File: src/hdl/wle_pkg.sv
// Shared types, codes and float constants for the wirelength exponential-terms block.
package wle_pkg;

    // Number of squarings in the exponential approximation
    localparam int SQUARINGS = 16;
    localparam int SQ_W      = $clog2(SQUARINGS);

    // Float constants (IEEE single bits)
    localparam logic [31:0] FP_ONE   = 32'h3F80_0000;
    localparam logic [31:0] FP_ZERO  = 32'h0000_0000;
    localparam logic [31:0] FP_SCALE = 32'h3780_0000;   // 2^-16
    localparam logic [31:0] FP_QNAN  = 32'hFFC0_0000;
    localparam logic [30:0] MAG_30   = 31'h41F0_0000;   // |-30.0|

    // Configuration register indexes
    localparam logic [1:0] CFG_SMOOTH = 2'd0;
    localparam logic [1:0] CFG_PINS   = 2'd1;

    localparam logic [31:0] SMOOTH_RST = 32'h3F80_0000;
    localparam logic [9:0]  PINS_RST   = 10'd2;

    // Float unit operations
    typedef enum logic [1:0] {
        F_ADD,
        F_SUB,
        F_MUL,
        F_MOV
    } fop_t;

    // Datapath operand and destination registers
    typedef enum logic [3:0] {
        SRC_X,
        SRC_XMAX,
        SRC_XMIN,
        SRC_IG,
        SRC_BP,
        SRC_CP,
        SRC_BM,
        SRC_CM,
        SRC_T,
        SRC_AP,
        SRC_AM,
        SRC_P,
        SRC_ONE,
        SRC_ZERO,
        SRC_SCALE
    } src_t;

    // Which pin a result word describes
    typedef enum logic [1:0] {
        EM_MAXPIN,
        EM_MINPIN,
        EM_PIN
    } emit_t;

    // Controller to datapath commands
    typedef struct packed {
        fop_t  fop;
        src_t  a;
        src_t  b;
        src_t  dst;
        logic  wb;
        logic  chk;
        logic  clamp;
        logic  ld_x;
        logic  ld_max;
        logic  ld_min;
        logic  emit;
        emit_t ekind;
        logic  elast;
    } wle_cmd_t;

    // Datapath to controller status
    typedef struct packed {
        logic out_free;
    } wle_stat_t;

endpackage

File: src/hdl/wle_fpu.sv
// Three-stage IEEE single add/subtract/multiply/move unit, round to nearest even.
module wle_fpu import wle_pkg::*; (
    input  logic        clk,
    input  logic        rst_n,
    input  fop_t        fop,
    input  logic [31:0] op_a,
    input  logic [31:0] op_b,
    output logic [31:0] result
);

    // ---------------- stage 1: specials, mantissa product or aligned sum
    logic        sa, sb, sbe;
    logic [7:0]  ea, eb;
    logic [22:0] fa, fb;
    logic        a_nan, b_nan, a_inf, b_inf, a_zero, b_zero;
    logic [23:0] ma, mb;
    logic [7:0]  eaf, ebf;
    logic        a_big;
    logic [7:0]  el, es;
    logic [23:0] ml, ms;
    logic        sl;
    logic [7:0]  dexp;
    logic [46:0] ms_ext, ms_sh, al;
    logic        lost;
    logic [47:0] sum;

    logic        c1_special;
    logic [31:0] c1_bits;
    logic        c1_sign;
    logic signed [10:0] c1_ex;
    logic [47:0] c1_mt;

    always_comb
    begin
        sa = op_a[31]; ea = op_a[30:23]; fa = op_a[22:0];
        sb = op_b[31]; eb = op_b[30:23]; fb = op_b[22:0];
        sbe    = sb ^ (fop == F_SUB);
        a_nan  = (ea == 8'hFF) && (fa != 23'd0);
        b_nan  = (eb == 8'hFF) && (fb != 23'd0);
        a_inf  = (ea == 8'hFF) && (fa == 23'd0);
        b_inf  = (eb == 8'hFF) && (fb == 23'd0);
        a_zero = (ea == 8'd0) && (fa == 23'd0);
        b_zero = (eb == 8'd0) && (fb == 23'd0);
        ma  = {ea != 8'd0, fa};
        mb  = {eb != 8'd0, fb};
        eaf = (ea == 8'd0) ? 8'd1 : ea;
        ebf = (eb == 8'd0) ? 8'd1 : eb;

        // alignment for add: larger magnitude first
        a_big  = (op_a[30:0] >= op_b[30:0]);
        el     = a_big ? eaf : ebf;
        es     = a_big ? ebf : eaf;
        ml     = a_big ? ma : mb;
        ms     = a_big ? mb : ma;
        sl     = a_big ? sa : sbe;
        dexp   = el - es;
        ms_ext = {ms, 23'd0};
        if (dexp >= 8'd47)
        begin
            ms_sh = 47'd0;
            lost  = (ms != 24'd0);
        end
        else
        begin
            ms_sh = ms_ext >> dexp;
            lost  = ((ms_sh << dexp) != ms_ext);
        end
        al = {ms_sh[46:1], ms_sh[0] | lost};
        if (sa == sbe)
            sum = {1'b0, ml, 23'd0} + {1'b0, al};
        else
            sum = {1'b0, ml, 23'd0} - {1'b0, al};

        c1_special = 1'b0;
        c1_bits    = FP_ZERO;
        c1_sign    = 1'b0;
        c1_ex      = 11'sd0;
        c1_mt      = 48'd0;
        case (fop)
            F_MOV:
            begin
                c1_special = 1'b1;
                c1_bits    = op_a;
            end
            F_MUL:
            begin
                c1_sign = sa ^ sb;
                if (a_nan)
                begin
                    c1_special = 1'b1;
                    c1_bits    = op_a | 32'h0040_0000;
                end
                else if (b_nan)
                begin
                    c1_special = 1'b1;
                    c1_bits    = op_b | 32'h0040_0000;
                end
                else if ((a_inf && b_zero) || (b_inf && a_zero))
                begin
                    c1_special = 1'b1;
                    c1_bits    = FP_QNAN;
                end
                else if (a_inf || b_inf)
                begin
                    c1_special = 1'b1;
                    c1_bits    = {sa ^ sb, 8'hFF, 23'd0};
                end
                else if (a_zero || b_zero)
                begin
                    c1_special = 1'b1;
                    c1_bits    = {sa ^ sb, 31'd0};
                end
                else
                begin
                    c1_ex = $signed({3'b000, eaf}) + $signed({3'b000, ebf}) - 11'sd127;
                    c1_mt = ma * mb;
                end
            end
            default:
            begin
                c1_sign = sl;
                if (a_nan)
                begin
                    c1_special = 1'b1;
                    c1_bits    = op_a | 32'h0040_0000;
                end
                else if (b_nan)
                begin
                    c1_special = 1'b1;
                    c1_bits    = op_b | 32'h0040_0000;
                end
                else if (a_inf && b_inf && (sa != sbe))
                begin
                    c1_special = 1'b1;
                    c1_bits    = FP_QNAN;
                end
                else if (a_inf)
                begin
                    c1_special = 1'b1;
                    c1_bits    = op_a;
                end
                else if (b_inf)
                begin
                    c1_special = 1'b1;
                    c1_bits    = {sbe, 8'hFF, 23'd0};
                end
                else if (a_zero && b_zero)
                begin
                    c1_special = 1'b1;
                    c1_bits    = {sa & sbe, 31'd0};
                end
                else if (sum == 48'd0)
                begin
                    c1_special = 1'b1;
                    c1_bits    = FP_ZERO;
                end
                else
                begin
                    c1_ex = $signed({3'b000, el});
                    c1_mt = sum;
                end
            end
        endcase
    end

    logic        s1_special_reg, s2_special_reg;
    logic [31:0] s1_bits_reg, s2_bits_reg;
    logic        s1_sign_reg, s2_sign_reg;
    logic signed [10:0] s1_ex_reg, s2_ex_reg;
    logic [47:0] s1_mt_reg, s2_mt_reg;
    logic signed [7:0]  s2_sh_reg;

    // ---------------- stage 2: leading one and shift amount
    logic [5:0]  lead;
    logic signed [10:0] lm, rm, shw;
    logic signed [7:0]  sh_next;

    always_comb
    begin
        lead = 6'd0;
        for (int i = 0; i < 48; i++)
        begin
            if (s1_mt_reg[i])
                lead = 6'(i);
        end
        lm  = $signed({5'b00000, lead}) - 11'sd23;
        rm  = 11'sd24 - s1_ex_reg;
        shw = (lm > rm) ? lm : rm;
        if (shw > 11'sd50)
            shw = 11'sd50;
        sh_next = shw[7:0];
    end

    always_ff @(posedge clk or negedge rst_n)
    begin
        if (!rst_n)
        begin
            s1_special_reg <= 1'b1;
            s2_special_reg <= 1'b1;
        end
        else
        begin
            s1_special_reg <= c1_special;
            s2_special_reg <= s1_special_reg;
        end
    end

    always_ff @(posedge clk)
    begin
        s1_bits_reg <= c1_bits;
        s1_sign_reg <= c1_sign;
        s1_ex_reg   <= c1_ex;
        s1_mt_reg   <= c1_mt;
        s2_bits_reg <= s1_bits_reg;
        s2_sign_reg <= s1_sign_reg;
        s2_ex_reg   <= s1_ex_reg;
        s2_mt_reg   <= s1_mt_reg;
        s2_sh_reg   <= sh_next;
    end

    // ---------------- stage 3: shift, round, pack
    logic [4:0]  lsh;
    logic [5:0]  rsh;
    logic [97:0] wide;
    logic [23:0] q;
    logic        grd, stk, inc;
    logic [24:0] r;
    logic signed [11:0] biased, expo;
    logic [22:0] frac;

    always_comb
    begin
        lsh  = 5'(-s2_sh_reg);
        rsh  = s2_sh_reg[5:0];
        wide = {s2_mt_reg, 50'd0} >> rsh;
        if (s2_sh_reg < 8'sd0)
        begin
            q   = 24'(s2_mt_reg << lsh);
            grd = 1'b0;
            stk = 1'b0;
        end
        else
        begin
            q   = wide[73:50];
            grd = wide[49];
            stk = |wide[48:0];
        end
        inc    = grd & (stk | q[0]);
        r      = {1'b0, q} + {24'd0, inc};
        biased = {s2_ex_reg[10], s2_ex_reg} + {{4{s2_sh_reg[7]}}, s2_sh_reg} - 12'sd23;
        if (r[24])
        begin
            expo = biased + 12'sd1;
            frac = 23'd0;
        end
        else if (r[23])
        begin
            expo = biased;
            frac = r[22:0];
        end
        else
        begin
            expo = 12'sd0;
            frac = r[22:0];
        end

        if (s2_special_reg)
            result = s2_bits_reg;
        else if (expo >= 12'sd255)
            result = {s2_sign_reg, 8'hFF, 23'd0};
        else
            result = {s2_sign_reg, expo[7:0], frac};
    end

endmodule

File: src/hdl/wle_datapath.sv
// Datapath: pin and accumulator registers, shared float unit, result word register.
module wle_datapath import wle_pkg::*; (
    input  logic        clk,
    input  logic        rst_n,
    input  wle_cmd_t    cmd,
    output wle_stat_t   stat,
    input  logic        cfg_we,
    input  logic [1:0]  cfg_index,
    input  logic [31:0] cfg_data,
    input  logic [31:0] coord,
    output logic        result_valid,
    input  logic        result_stall,
    output logic [31:0] x_value,
    output logic [31:0] a_plus,
    output logic [31:0] a_minus,
    output logic [31:0] sum_b_plus,
    output logic [31:0] sum_c_plus,
    output logic [31:0] sum_b_minus,
    output logic [31:0] sum_c_minus,
    output logic        net_last
);

    logic [31:0] ig_reg, x_reg, max_reg, min_reg;
    logic [31:0] bp_reg, cp_reg, bm_reg, cm_reg;
    logic [31:0] t_reg, ap_reg, am_reg, p_reg;
    logic        below_reg;
    logic        out_valid_reg;
    logic [31:0] ox_reg, oap_reg, oam_reg, obp_reg, ocp_reg, obm_reg, ocm_reg;
    logic        olast_reg;

    logic [31:0] opa, opb, fres, wval;
    logic        is_below;

    function automatic logic [31:0] pick(
        input src_t        s,
        input logic [31:0] x, mx, mn, ig, bp, cp, bm, cm, t, ap, am, p
    );
        case (s)
            SRC_X:     pick = x;
            SRC_XMAX:  pick = mx;
            SRC_XMIN:  pick = mn;
            SRC_IG:    pick = ig;
            SRC_BP:    pick = bp;
            SRC_CP:    pick = cp;
            SRC_BM:    pick = bm;
            SRC_CM:    pick = cm;
            SRC_T:     pick = t;
            SRC_AP:    pick = ap;
            SRC_AM:    pick = am;
            SRC_P:     pick = p;
            SRC_ONE:   pick = FP_ONE;
            SRC_SCALE: pick = FP_SCALE;
            default:   pick = FP_ZERO;
        endcase
    endfunction

    // operand select
    assign opa = pick(cmd.a, x_reg, max_reg, min_reg, ig_reg, bp_reg, cp_reg, bm_reg,
                      cm_reg, t_reg, ap_reg, am_reg, p_reg);
    assign opb = pick(cmd.b, x_reg, max_reg, min_reg, ig_reg, bp_reg, cp_reg, bm_reg,
                      cm_reg, t_reg, ap_reg, am_reg, p_reg);

    wle_fpu u_fpu (
        .clk    (clk),
        .rst_n  (rst_n),
        .fop    (cmd.fop),
        .op_a   (opa),
        .op_b   (opb),
        .result (fres)
    );

    // scaled exponent below -30: negative, not NaN, magnitude above 30
    assign is_below = fres[31] && !((fres[30:23] == 8'hFF) && (fres[22:0] != 23'd0))
                      && (fres[30:0] > MAG_30);
    assign wval     = (cmd.clamp && below_reg) ? FP_ZERO : fres;

    // working registers
    always_ff @(posedge clk or negedge rst_n)
    begin
        if (!rst_n)
        begin
            ig_reg    <= SMOOTH_RST;
            x_reg     <= FP_ZERO;
            max_reg   <= FP_ZERO;
            min_reg   <= FP_ZERO;
            bp_reg    <= FP_ZERO;
            cp_reg    <= FP_ZERO;
            bm_reg    <= FP_ZERO;
            cm_reg    <= FP_ZERO;
            t_reg     <= FP_ZERO;
            ap_reg    <= FP_ZERO;
            am_reg    <= FP_ZERO;
            p_reg     <= FP_ZERO;
            below_reg <= 1'b0;
        end
        else
        begin
            if (cfg_we && (cfg_index == CFG_SMOOTH))
                ig_reg <= cfg_data;
            if (cmd.ld_x)
                x_reg <= coord;
            if (cmd.ld_max)
                max_reg <= coord;
            if (cmd.ld_min)
                min_reg <= coord;
            if (cmd.wb && cmd.chk)
                below_reg <= is_below;
            if (cmd.wb)
            begin
                case (cmd.dst)
                    SRC_BP:  bp_reg <= wval;
                    SRC_CP:  cp_reg <= wval;
                    SRC_BM:  bm_reg <= wval;
                    SRC_CM:  cm_reg <= wval;
                    SRC_T:   t_reg  <= wval;
                    SRC_AP:  ap_reg <= wval;
                    SRC_AM:  am_reg <= wval;
                    SRC_P:   p_reg  <= wval;
                    default: ;
                endcase
            end
        end
    end

    // result word register
    always_ff @(posedge clk or negedge rst_n)
    begin
        if (!rst_n)
            out_valid_reg <= 1'b0;
        else if (cmd.emit)
            out_valid_reg <= 1'b1;
        else if (!result_stall)
            out_valid_reg <= 1'b0;
    end

    always_ff @(posedge clk)
    begin
        if (cmd.emit)
        begin
            case (cmd.ekind)
                EM_MAXPIN:
                begin
                    ox_reg  <= max_reg;
                    oap_reg <= FP_ONE;
                    oam_reg <= ap_reg;
                end
                EM_MINPIN:
                begin
                    ox_reg  <= x_reg;
                    oap_reg <= ap_reg;
                    oam_reg <= FP_ONE;
                end
                default:
                begin
                    ox_reg  <= x_reg;
                    oap_reg <= ap_reg;
                    oam_reg <= am_reg;
                end
            endcase
            obp_reg   <= cmd.elast ? bp_reg : FP_ZERO;
            ocp_reg   <= cmd.elast ? cp_reg : FP_ZERO;
            obm_reg   <= cmd.elast ? bm_reg : FP_ZERO;
            ocm_reg   <= cmd.elast ? cm_reg : FP_ZERO;
            olast_reg <= cmd.elast;
        end
    end

    assign stat.out_free = !out_valid_reg || !result_stall;
    assign result_valid  = out_valid_reg;
    assign x_value       = ox_reg;
    assign a_plus        = oap_reg;
    assign a_minus       = oam_reg;
    assign sum_b_plus    = obp_reg;
    assign sum_c_plus    = ocp_reg;
    assign sum_b_minus   = obm_reg;
    assign sum_c_minus   = ocm_reg;
    assign net_last      = olast_reg;

endmodule

File: src/hdl/wle_ctrl.sv
// Controller: microcode sequencer for the float op program, pin position and net size.
module wle_ctrl import wle_pkg::*; (
    input  logic        clk,
    input  logic        rst_n,
    input  logic        item_valid,
    output logic        item_stall,
    input  logic        cfg_we,
    input  logic [1:0]  cfg_index,
    input  logic [31:0] cfg_data,
    input  wle_stat_t   stat,
    output wle_cmd_t    cmd
);

    typedef enum logic [1:0] {
        S_IDLE,
        S_EXEC,
        S_MID,
        S_WB
    } state_t;

    typedef enum logic {
        UK_ALU,
        UK_EMIT
    } ukind_t;

    typedef struct packed {
        ukind_t kind;
        fop_t   fop;
        src_t   a;
        src_t   b;
        src_t   dst;
        logic   chk;
        logic   clamp;
        logic   rep;
        emit_t  ekind;
        logic   fin;
    } uop_t;

    localparam logic [5:0] PC_GEN  = 6'd0;
    localparam logic [5:0] PC_PIN1 = 6'd19;

    function automatic uop_t alu(input fop_t f, input src_t a, input src_t b, input src_t d);
        uop_t u;
        u       = '0;
        u.kind  = UK_ALU;
        u.fop   = f;
        u.a     = a;
        u.b     = b;
        u.dst   = d;
        u.ekind = EM_PIN;
        return u;
    endfunction

    function automatic uop_t emit_op(input emit_t k, input logic fin);
        uop_t u;
        u       = '0;
        u.kind  = UK_EMIT;
        u.ekind = k;
        u.fin   = fin;
        return u;
    endfunction

    // program: exponential of a difference, then the two sums for that sign
    function automatic uop_t uop(input logic [5:0] pc);
        uop_t u;
        case (pc)
            6'd0:  u = alu(F_SUB, SRC_X, SRC_XMAX, SRC_T);
            6'd1:
            begin
                u = alu(F_MUL, SRC_IG, SRC_T, SRC_T);
                u.chk = 1'b1;
            end
            6'd2:  u = alu(F_MUL, SRC_T, SRC_SCALE, SRC_T);
            6'd3:  u = alu(F_ADD, SRC_T, SRC_ONE, SRC_T);
            6'd4:
            begin
                u = alu(F_MUL, SRC_T, SRC_T, SRC_T);
                u.rep = 1'b1;
            end
            6'd5:
            begin
                u = alu(F_MOV, SRC_T, SRC_ZERO, SRC_AP);
                u.clamp = 1'b1;
            end
            6'd6:  u = alu(F_ADD, SRC_BP, SRC_AP, SRC_BP);
            6'd7:  u = alu(F_MUL, SRC_X, SRC_AP, SRC_P);
            6'd8:  u = alu(F_ADD, SRC_CP, SRC_P, SRC_CP);
            6'd9:  u = alu(F_SUB, SRC_XMIN, SRC_X, SRC_T);
            6'd10:
            begin
                u = alu(F_MUL, SRC_IG, SRC_T, SRC_T);
                u.chk = 1'b1;
            end
            6'd11: u = alu(F_MUL, SRC_T, SRC_SCALE, SRC_T);
            6'd12: u = alu(F_ADD, SRC_T, SRC_ONE, SRC_T);
            6'd13:
            begin
                u = alu(F_MUL, SRC_T, SRC_T, SRC_T);
                u.rep = 1'b1;
            end
            6'd14:
            begin
                u = alu(F_MOV, SRC_T, SRC_ZERO, SRC_AM);
                u.clamp = 1'b1;
            end
            6'd15: u = alu(F_ADD, SRC_BM, SRC_AM, SRC_BM);
            6'd16: u = alu(F_MUL, SRC_X, SRC_AM, SRC_P);
            6'd17: u = alu(F_ADD, SRC_CM, SRC_P, SRC_CM);
            6'd18: u = emit_op(EM_PIN, 1'b1);
            // second pin of a net: both max and min pins are reported
            6'd19: u = alu(F_SUB, SRC_X, SRC_XMAX, SRC_T);
            6'd20:
            begin
                u = alu(F_MUL, SRC_IG, SRC_T, SRC_T);
                u.chk = 1'b1;
            end
            6'd21: u = alu(F_MUL, SRC_T, SRC_SCALE, SRC_T);
            6'd22: u = alu(F_ADD, SRC_T, SRC_ONE, SRC_T);
            6'd23:
            begin
                u = alu(F_MUL, SRC_T, SRC_T, SRC_T);
                u.rep = 1'b1;
            end
            6'd24:
            begin
                u = alu(F_MOV, SRC_T, SRC_ZERO, SRC_AP);
                u.clamp = 1'b1;
            end
            6'd25: u = alu(F_MOV, SRC_ONE, SRC_ZERO, SRC_BP);
            6'd26: u = alu(F_MOV, SRC_XMAX, SRC_ZERO, SRC_CP);
            6'd27: u = alu(F_MOV, SRC_AP, SRC_ZERO, SRC_BM);
            6'd28: u = alu(F_MUL, SRC_XMAX, SRC_AP, SRC_P);
            6'd29: u = alu(F_ADD, SRC_ZERO, SRC_P, SRC_CM);
            6'd30: u = emit_op(EM_MAXPIN, 1'b0);
            6'd31: u = alu(F_ADD, SRC_BP, SRC_AP, SRC_BP);
            6'd32: u = alu(F_MUL, SRC_X, SRC_AP, SRC_P);
            6'd33: u = alu(F_ADD, SRC_CP, SRC_P, SRC_CP);
            6'd34: u = alu(F_ADD, SRC_BM, SRC_ONE, SRC_BM);
            6'd35: u = alu(F_MUL, SRC_X, SRC_ONE, SRC_P);
            6'd36: u = alu(F_ADD, SRC_CM, SRC_P, SRC_CM);
            6'd37: u = emit_op(EM_MINPIN, 1'b1);
            default: u = emit_op(EM_PIN, 1'b1);
        endcase
        return u;
    endfunction

    state_t          state_reg, state_next;
    logic [5:0]      pc_reg, pc_next;
    logic [SQ_W-1:0] rep_reg, rep_next;
    logic [9:0]      pos_reg, pos_next;
    logic [9:0]      ppn_reg, ppn_next;
    logic [9:0]      size;
    logic [10:0]     pos_inc;
    logic            last;
    uop_t            u;

    always_comb
    begin
        u       = uop(pc_reg);
        size    = (ppn_reg < 10'd2) ? 10'd2 : ppn_reg;
        pos_inc = {1'b0, pos_reg} + 11'd1;
        case (u.ekind)
            EM_MAXPIN: last = 1'b0;
            EM_MINPIN: last = (size <= 10'd2);
            default:   last = (pos_inc >= {1'b0, size});
        endcase

        state_next = state_reg;
        pc_next    = pc_reg;
        rep_next   = rep_reg;
        pos_next   = pos_reg;
        ppn_next   = ppn_reg;
        if (cfg_we && (cfg_index == CFG_PINS))
            ppn_next = cfg_data[9:0];

        cmd        = '0;
        cmd.fop    = u.fop;
        cmd.a      = u.a;
        cmd.b      = u.b;
        cmd.dst    = u.dst;
        cmd.ekind  = u.ekind;
        cmd.elast  = last;
        item_stall = (state_reg != S_IDLE);

        case (state_reg)
            S_IDLE:
            begin
                if (item_valid)
                begin
                    cmd.ld_x = 1'b1;
                    if (pos_reg == 10'd0)
                    begin
                        cmd.ld_max = 1'b1;
                        pos_next   = 10'd1;
                    end
                    else if (pos_reg == 10'd1)
                    begin
                        cmd.ld_min = 1'b1;
                        pc_next    = PC_PIN1;
                        state_next = S_EXEC;
                    end
                    else
                    begin
                        pc_next    = PC_GEN;
                        state_next = S_EXEC;
                    end
                end
            end
            S_EXEC:
            begin
                if (u.kind == UK_ALU)
                    state_next = S_MID;
                else if (stat.out_free)
                begin
                    cmd.emit = 1'b1;
                    if (u.fin)
                    begin
                        state_next = S_IDLE;
                        if (last)
                            pos_next = 10'd0;
                        else if (u.ekind == EM_MINPIN)
                            pos_next = 10'd2;
                        else
                            pos_next = pos_inc[9:0];
                    end
                    else
                        pc_next = pc_reg + 6'd1;
                end
            end
            S_MID:
                state_next = S_WB;
            S_WB:
            begin
                cmd.wb     = 1'b1;
                cmd.chk    = u.chk;
                cmd.clamp  = u.clamp;
                state_next = S_EXEC;
                if (u.rep && (rep_reg != SQ_W'(SQUARINGS - 1)))
                    rep_next = rep_reg + 1'b1;
                else
                begin
                    rep_next = '0;
                    pc_next  = pc_reg + 6'd1;
                end
            end
            default:
                state_next = S_IDLE;
        endcase
    end

    always_ff @(posedge clk or negedge rst_n)
    begin
        if (!rst_n)
        begin
            state_reg <= S_IDLE;
            pc_reg    <= PC_GEN;
            rep_reg   <= '0;
            pos_reg   <= 10'd0;
            ppn_reg   <= PINS_RST;
        end
        else
        begin
            state_reg <= state_next;
            pc_reg    <= pc_next;
            rep_reg   <= rep_next;
            pos_reg   <= pos_next;
            ppn_reg   <= ppn_next;
        end
    end

endmodule

File: src/hdl/wa_wirelength_exp_terms_core.sv
// Weighted-average wirelength exponential terms: top level.
//
// Input channel (item_valid / item_stall / coord): one float pin coordinate
// per word; per net the max pin, then the min pin, then the rest.
// Output channel (result_valid / result_stall): one word per pin with x,
// a_plus and a_minus; the net's last word carries net_last and the four sums.
// Configuration: cfg_we writes the 1/gamma scale (index 0) or pins_per_net (index 1).
// Operation: the first pin of a net is taken and makes no word. Every later
// pin runs a microcoded program on one shared three-stage float unit, one
// float op at a time: a plain pin is 48 ops (two exponentials of 21 ops
// each); the second pin is 32 ops plus two words. item_stall is high while
// a pin is in work. The last word of a pin sits in the output register while
// the next pin is taken; a stalled receiver holds up the program only when it
// is about to write a new word.
// Reset clears the pin position, the sums and restores the register defaults.
module wa_wirelength_exp_terms_core import wle_pkg::*; (
    input  logic        clk,
    input  logic        rst_n,
    input  logic        cfg_we,
    input  logic [1:0]  cfg_index,
    input  logic [31:0] cfg_data,
    input  logic        item_valid,
    output logic        item_stall,
    input  logic [31:0] coord,
    output logic        result_valid,
    input  logic        result_stall,
    output logic [31:0] x_value,
    output logic [31:0] a_plus,
    output logic [31:0] a_minus,
    output logic [31:0] sum_b_plus,
    output logic [31:0] sum_c_plus,
    output logic [31:0] sum_b_minus,
    output logic [31:0] sum_c_minus,
    output logic        net_last
);

    wle_cmd_t  cmd;
    wle_stat_t stat;

    wle_ctrl u_ctrl (
        .clk        (clk),
        .rst_n      (rst_n),
        .item_valid (item_valid),
        .item_stall (item_stall),
        .cfg_we     (cfg_we),
        .cfg_index  (cfg_index),
        .cfg_data   (cfg_data),
        .stat       (stat),
        .cmd        (cmd)
    );

    wle_datapath u_dp (
        .clk          (clk),
        .rst_n        (rst_n),
        .cmd          (cmd),
        .stat         (stat),
        .cfg_we       (cfg_we),
        .cfg_index    (cfg_index),
        .cfg_data     (cfg_data),
        .coord        (coord),
        .result_valid (result_valid),
        .result_stall (result_stall),
        .x_value      (x_value),
        .a_plus       (a_plus),
        .a_minus      (a_minus),
        .sum_b_plus   (sum_b_plus),
        .sum_c_plus   (sum_c_plus),
        .sum_b_minus  (sum_b_minus),
        .sum_c_minus  (sum_c_minus),
        .net_last     (net_last)
    );

endmodule

File: config.mk
export PLATFORM = sky130hd
export DESIGN_NAME = wa_wirelength_exp_terms_core
export DESIGN_NICKNAME = d
export VERILOG_FILES = /design/src/hdl/wle_pkg.sv /design/src/hdl/wle_fpu.sv /design/src/hdl/wle_datapath.sv /design/src/hdl/wle_ctrl.sv /design/src/hdl/wa_wirelength_exp_terms_core.sv
export SDC_FILE = /design/constraint.sdc
export NUM_CORES = 2
export LEC_CHECK = 0
export BUFFER_PORTS_ARGS = -buffer_cell sky130_fd_sc_hd__buf_4
export CAP_MARGIN = 10
export CORE_MARGIN = 3
export CORE_UTILIZATION = 38
export CTS_CLUSTER_SIZE = 12
export DETAILED_ROUTE_END_ITERATION = 10
export REMOVE_ABC_BUFFERS = 1
export SLEW_MARGIN = 10
export SYNTH_ARGS = -nofsm -noshare
export SYNTH_HDL_FRONTEND = slang
export SYNTH_HIERARCHICAL = 1
export SYNTH_SLANG_ARGS = --single-unit
export TNS_END_PERCENT = 5
File: constraint.sdc
create_clock -name clk -period 14.9 [get_ports clk]
set_input_delay 0.745 -clock clk [delete_from_list [all_inputs] [get_ports clk]]
set_output_delay 0.745 -clock clk [all_outputs]
set_load 0.01 [all_outputs]
Yosys cells after proc, flatten, opt, wreduce, memory -nomap -nowiden. Memory sizes are Yosys's and may differ from the RTL's. Index checks and enable logic that the tools add are counted. W data, S select, Z words.

Flip-flop bits (word level): 837. Output and inout port bits: 227. Memories kept: 1. Word-level logic and storage cells: 353. Input bits: 71. Memory bits (read-only): 1344.

Shifts and indexed selects: 4. Multiply operators: 1. Bitwise operators: 6. Order comparisons: 10. Reduce and logical (&&, ||, !) cells: 58. Eq/ne operators: 61. Muxes and demuxes: 159. Add/subtract/negate cells: 15.

Memories: (name not given) (depth 64, bits a word 21, read ports 1, clocked after memory_dff 0, write ports 0, line wle_ctrl.sv:66) `case (pc)`.

Operator list (count): $pmux W32 S14 (2); $mux W48 (13); $mux W32 (14); $mux W6 (52); $pmux W32 S2 (2); $shr A98 B6 Y74 (1); $pmux W48 S2 (1); $mux W8 (11); $mux W10 (8); $mux W24 (3); $reduce_bool A23 Y1 (3); $mux W11 (6); $eq A4 B4 Y1 const B (16); $reduce_or A49 Y1 (1); $add A47 B47 Y48 (1); $eq A4 B3 Y1 const B (12); $logic_not A48 Y1 (1); $mul A24 B24 Y48 (1); $shl A48 B5 Y24 (1); $sub A47 B47 Y48 (1); $mux W47 (1); $ne A47 B47 Y1 (1); $shl A47 B8 Y47 (1); $shr A47 B8 Y47 (1); other kinds (67) (160).

Longest topological paths before layout.
Depth in word-level cells: 51. Mapped depth: 65. Mapped depth without buffers: 58.

Cells and area by module. The synthesis kept the hierarchy.

By module, submodules not included: wle_fpu (sequential area each 3856.2 µm², instances 1, area an instance 43984.7 µm², cells each 5613); wle_datapath (sequential area each 16424.5 µm², instances 1, area an instance 27272.4 µm², cells each 2314); wle_ctrl (sequential area each 802.0 µm², instances 1, area an instance 3120.5 µm², cells each 397).

Worst setup path after synthesis. No wires, ideal clock.

Path kind: flip-flop to flip-flop. From: reg u_ctrl.pc_reg[0]. To: reg u_dp.u_fpu.s1_ex_reg[1]. Setup time: 0.137 ns. Required time: 14.763 ns. Data arrival time: 12.706 ns. Path slack: 2.057 ns. Buffers on the path: 13. Stages on the path, launching flop included: 61. Period minus slack after synthesis: 12.843 ns. Path through: dfrtp_1 > clkbuf_1 > inv_1 > ha_1 > clkbuf_1 > nand2_1 > a21oi_1 > nor2_1 > a211oi_1 > buf_4 > nand2_1 > nor2_2 > buf_2 > buf_2 > a22oi_1 > nand4_1 > clkbuf_1 > inv_1 > [... 25 more ...] > ha_1 > inv_1 > nor2_1 > and2_1 > and3_1 > a221o_1 > nor4b_1 > o31ai_1 > o221a_2 > nor3b_1 > o21ai_0 > o21ai_0 > xnor2_1 > a21oi_1 > or4b_1 > nor4_2 > buf_4 > a31oi_1.

RTL lines: start: declaration (line wle_ctrl.sv:148) `logic [5:0] pc_reg, pc_next;`; start signal: assignment (line wle_ctrl.sv:264) `pc_reg <= pc_next;`; end signal: assignment (line wle_fpu.sv:212) `s1_ex_reg <= c1_ex;`; end: declaration (line wle_fpu.sv:169) `logic signed [10:0] s1_ex_reg, s2_ex_reg;`.

==> results.json <==
{
  "grt_usage_pct": 33.6,
  "gp_congestion": 1.04,
  "fin_ws_ns": 0.422,
  "drtAntennaViolNets": 0,
  "drc_errors": 0,
  "synth_edf_count": 225,
  "path_common_cell": "buf_4",
  "routed_via_density": 6.26,
  "crit_arrival_ns": 14.99,
  "cp_max_fo": 25,
  "worstHoldPathType": "in2async",
  "dpl.hpwl_mm": 254,
  "port_buffers": 297,
  "final-hold-violation-count": 0,
  "clock-sinks": 835,
  "slew_headroom_pct": 2.49,
  "die_h_um": 448,
  "die_x_um": 448,
  "finalCriticalPeriod_ns": 14.48,
  "crit_type": "reg2reg",
  "yosysSeqAreaShare_pct": 28.3,
  "drive_above_1_share_pct": 16.0,
  "yosysWarnings": 6,
  "worst_pin_slew_ns": 1.43,
  "core_area_um2": 194000,
  "synth_ff_type": "dfrtp_1",
  "maxSlewViolCount": 0,
  "cts_buffer_depth": 3,
  "place_inst": 11000,
  "routed_wl_mm": 347,
  "finalNonFillerCells": 11300,
  "final_nets": 9472,
  "post-route-period-util_pct": 97.2,
  "maxCapViolCount": 1,
  "vias": 70500,
  "fmax_mhz": 69.1,
  "synthCells": 8324,
  "violations": "max-capacitance violations",
  "crit_slowest_cell": "nor4b_4",
  "final-setup-viol-count": 0,
  "netlist-cell-type-count": 124,
  "syn-cell-area_um2": 74400,
  "h-tree-depth": 3,
  "clkTransAtPathRegs_ns": 0.06,
  "die-area_um2": 201000,
  "first_pass_iters": 8,
  "numCtsBuffers": 92,
  "grt_pass1_vias": 68300,
  "end_kind": "flip-flop",
  "syn_to_final_growth_pct": 14.2,
  "ys_ff_latch": 835,
  "synth-async-reset-ratio_pct": 50.3,
  "cts_tree": "built",
  "grt_pass1_wl_mm": 493,
  "cts-root-buf": "clkbuf_16",
  "status": "complete, but fails checks",
  "grt_max_degree": 154,
  "placementRows": 161,
  "cp-start-kind": "flip-flop",
  "drtIter0Drc": 8549,
  "num_io_pins": 298,
  "antenna_found_initial": 28,
  "overflow": 0,
  "post-place-ws_ns": -0.380,
  "start_util_pct": 38.4,
  "avgSynthCellArea_um2": 8.94,
  "wl_per_cell_um": 30.8,
  "max_stage_delay_ns": 0.78,
  "clock_latency_ns": 0.72,
  "required_ns": 15.41,
  "fin_worst_skew_ns": 0.0564
}
## cell usage after synthesis, types with 39 or more instances
cell	count	area share [%]
and2_1	323	2.7
nand4_1	74	0.62
nor2_1	376	1.9
a211oi_1	50	0.50
fa_1	485	13
a22o_1	216	2.5
o21a_1	43	0.43
nor4_1	64	0.54
mux2i_1	125	1.7
dfrtp_1	410	14
dfxtp_1	190	5.1
ha_1	360	6.1
o22ai_1	46	0.39
a22oi_1	66	0.67
edfxtp_1	225	9.1
xnor2_1	86	1.0
and3_1	47	0.40
o211ai_1	50	0.50
nand2b_1	73	0.61
o31ai_1	39	0.39
o21ai_0	569	3.8
mux4_2	65	2.0
nand2_1	1182	6.0
nor2b_1	73	0.61
clkbuf_1	424	2.1
nand3_1	202	1.4
a31oi_1	52	0.44
or3_1	40	0.34
buf_2	115	0.77
a21o_1	56	0.57
inv_1	705	3.6
a221oi_1	178	2.1
buf_1	47	0.24
xor2_1	54	0.64
mux2_2	247	3.7
a21oi_1	286	1.9
nor3_1	128	0.86
## worst max-delay path, delay by kind of cell, from the launching register on
family                     cells  cell delay [ns]
DFF                            1             0.49
AOI/OAI and AO/OA             17             4.50
xor gates and xnor gates       1             0.13
adders and majority gates      4             1.04
muxes                          3             1.07
and+or+nand+nor               20             5.02
buffers and inverters         11             1.96
## worst paths after layout
check,start,end,slack (ns),cells past startpoint
setup / recovery,u_ctrl/pc_reg[0],u_dp/u_fpu/s1_ex_reg[6],0.42,56
setup reg to reg,u_ctrl/pc_reg[0],u_dp/u_fpu/s1_ex_reg[6],0.42,56
hold / removal,rst_n,u_dp/cp_reg[7],0.04,1
max in group asynchronous,rst_n,u_ctrl/pc_reg[1],12.63,3
hold reg to reg,u_dp/u_fpu/s1_bits_reg[23],u_dp/u_fpu/s2_bits_reg[23],0.30,0
min in group clk,cfg_data[11],u_dp/ig_reg[11],0.27,2
## layer usage
metal | track usage (%) | routed length, µm | up-vias
met5 | 0 | 100 | -
li1 | - | - | 29900
met1 | 44.9 | 141000 | 35300
met3 | 7.56 | 35400 | 1016
met4 | 17.9 | 21500 | 14
met2 | 50.7 | 149000 | 4300
## cell families (layout without fill, tap and decap cells)
logic type      after synthesis  in the layout  synth area share [%]
xor+xnor                    140            140                  1.65
mux                         439            439                  7.44
flops                       835            835                  28.3
buf+inv                    1315           1622                  6.97
compound gates             2020           2020                  18.8
other cells                   0             23                     0
simple gates               2730           2730                  17.7
fa+ha+maj                   845            845                  19.1
## cell usage in the layout, fill, tap and decap left out, drive strengths merged, types with 40 or more instances in the layout
cell / n
dfxtp: 190
o21ai: 590
o21a: 43
a22oi: 68
ha: 360
inv: 714
o211ai: 51
a221oi: 180
a22o: 216
buf: 745
nand4: 74
and3: 47
nor4: 70
nand3: 202
a21oi: 287
dfrtp: 410
nand2b: 73
a211oi: 56
nand2: 1183
o22ai: 46
or3: 40
nor2: 380
o31ai: 40
and2: 326
mux4: 65
nor2b: 73
xor2: 54
mux2i: 126
a21o: 56
xnor2: 86
edfxtp: 225
fa: 485
nor3: 134
clkbuf: 135
a31oi: 52
mux2: 248
## repair_timing
action	CTS	global route
setup buffers	5	17
endpoints found under the setup margin	11	11
resized for setup	8	38
pin swaps	2	11
hold buffers	0	0
## final cells by class
| class | instances | area, µm² |
|---|---|---|
| Fill cell | 19000 | 109000 |
| Multi-Input combinational cell | 6174 | 48800 |
| Sequential cell | 835 | 21100 |
| Timing Repair Buffer | 745 | 5940 |
| Tap cell | 2608 | 3260 |
| Inverter | 708 | 2660 |
| Clock buffer | 135 | 2610 |
| Clock inverter | 34 | 512 |
| Antenna cell | 23 | 57.6 |
## per-stage QoR
step	area, µm²	util (%)	hold WS [ns]	TNS (ns)
final	84900	43.9	0.0382	0
after global routing	84900	43.8	0.0774	-0.0162
after CTS	84500	43.7	0.0374	0
after detailed placement	81300	42.0	0.312	-3.78
after global placement	81300	42.0	0.311	-2.93
after floorplan	71900	-	0.310	-154.80
Power is not shown: default switching activity piles up to over one toggle a cycle in this logic, so the estimate is an artifact.
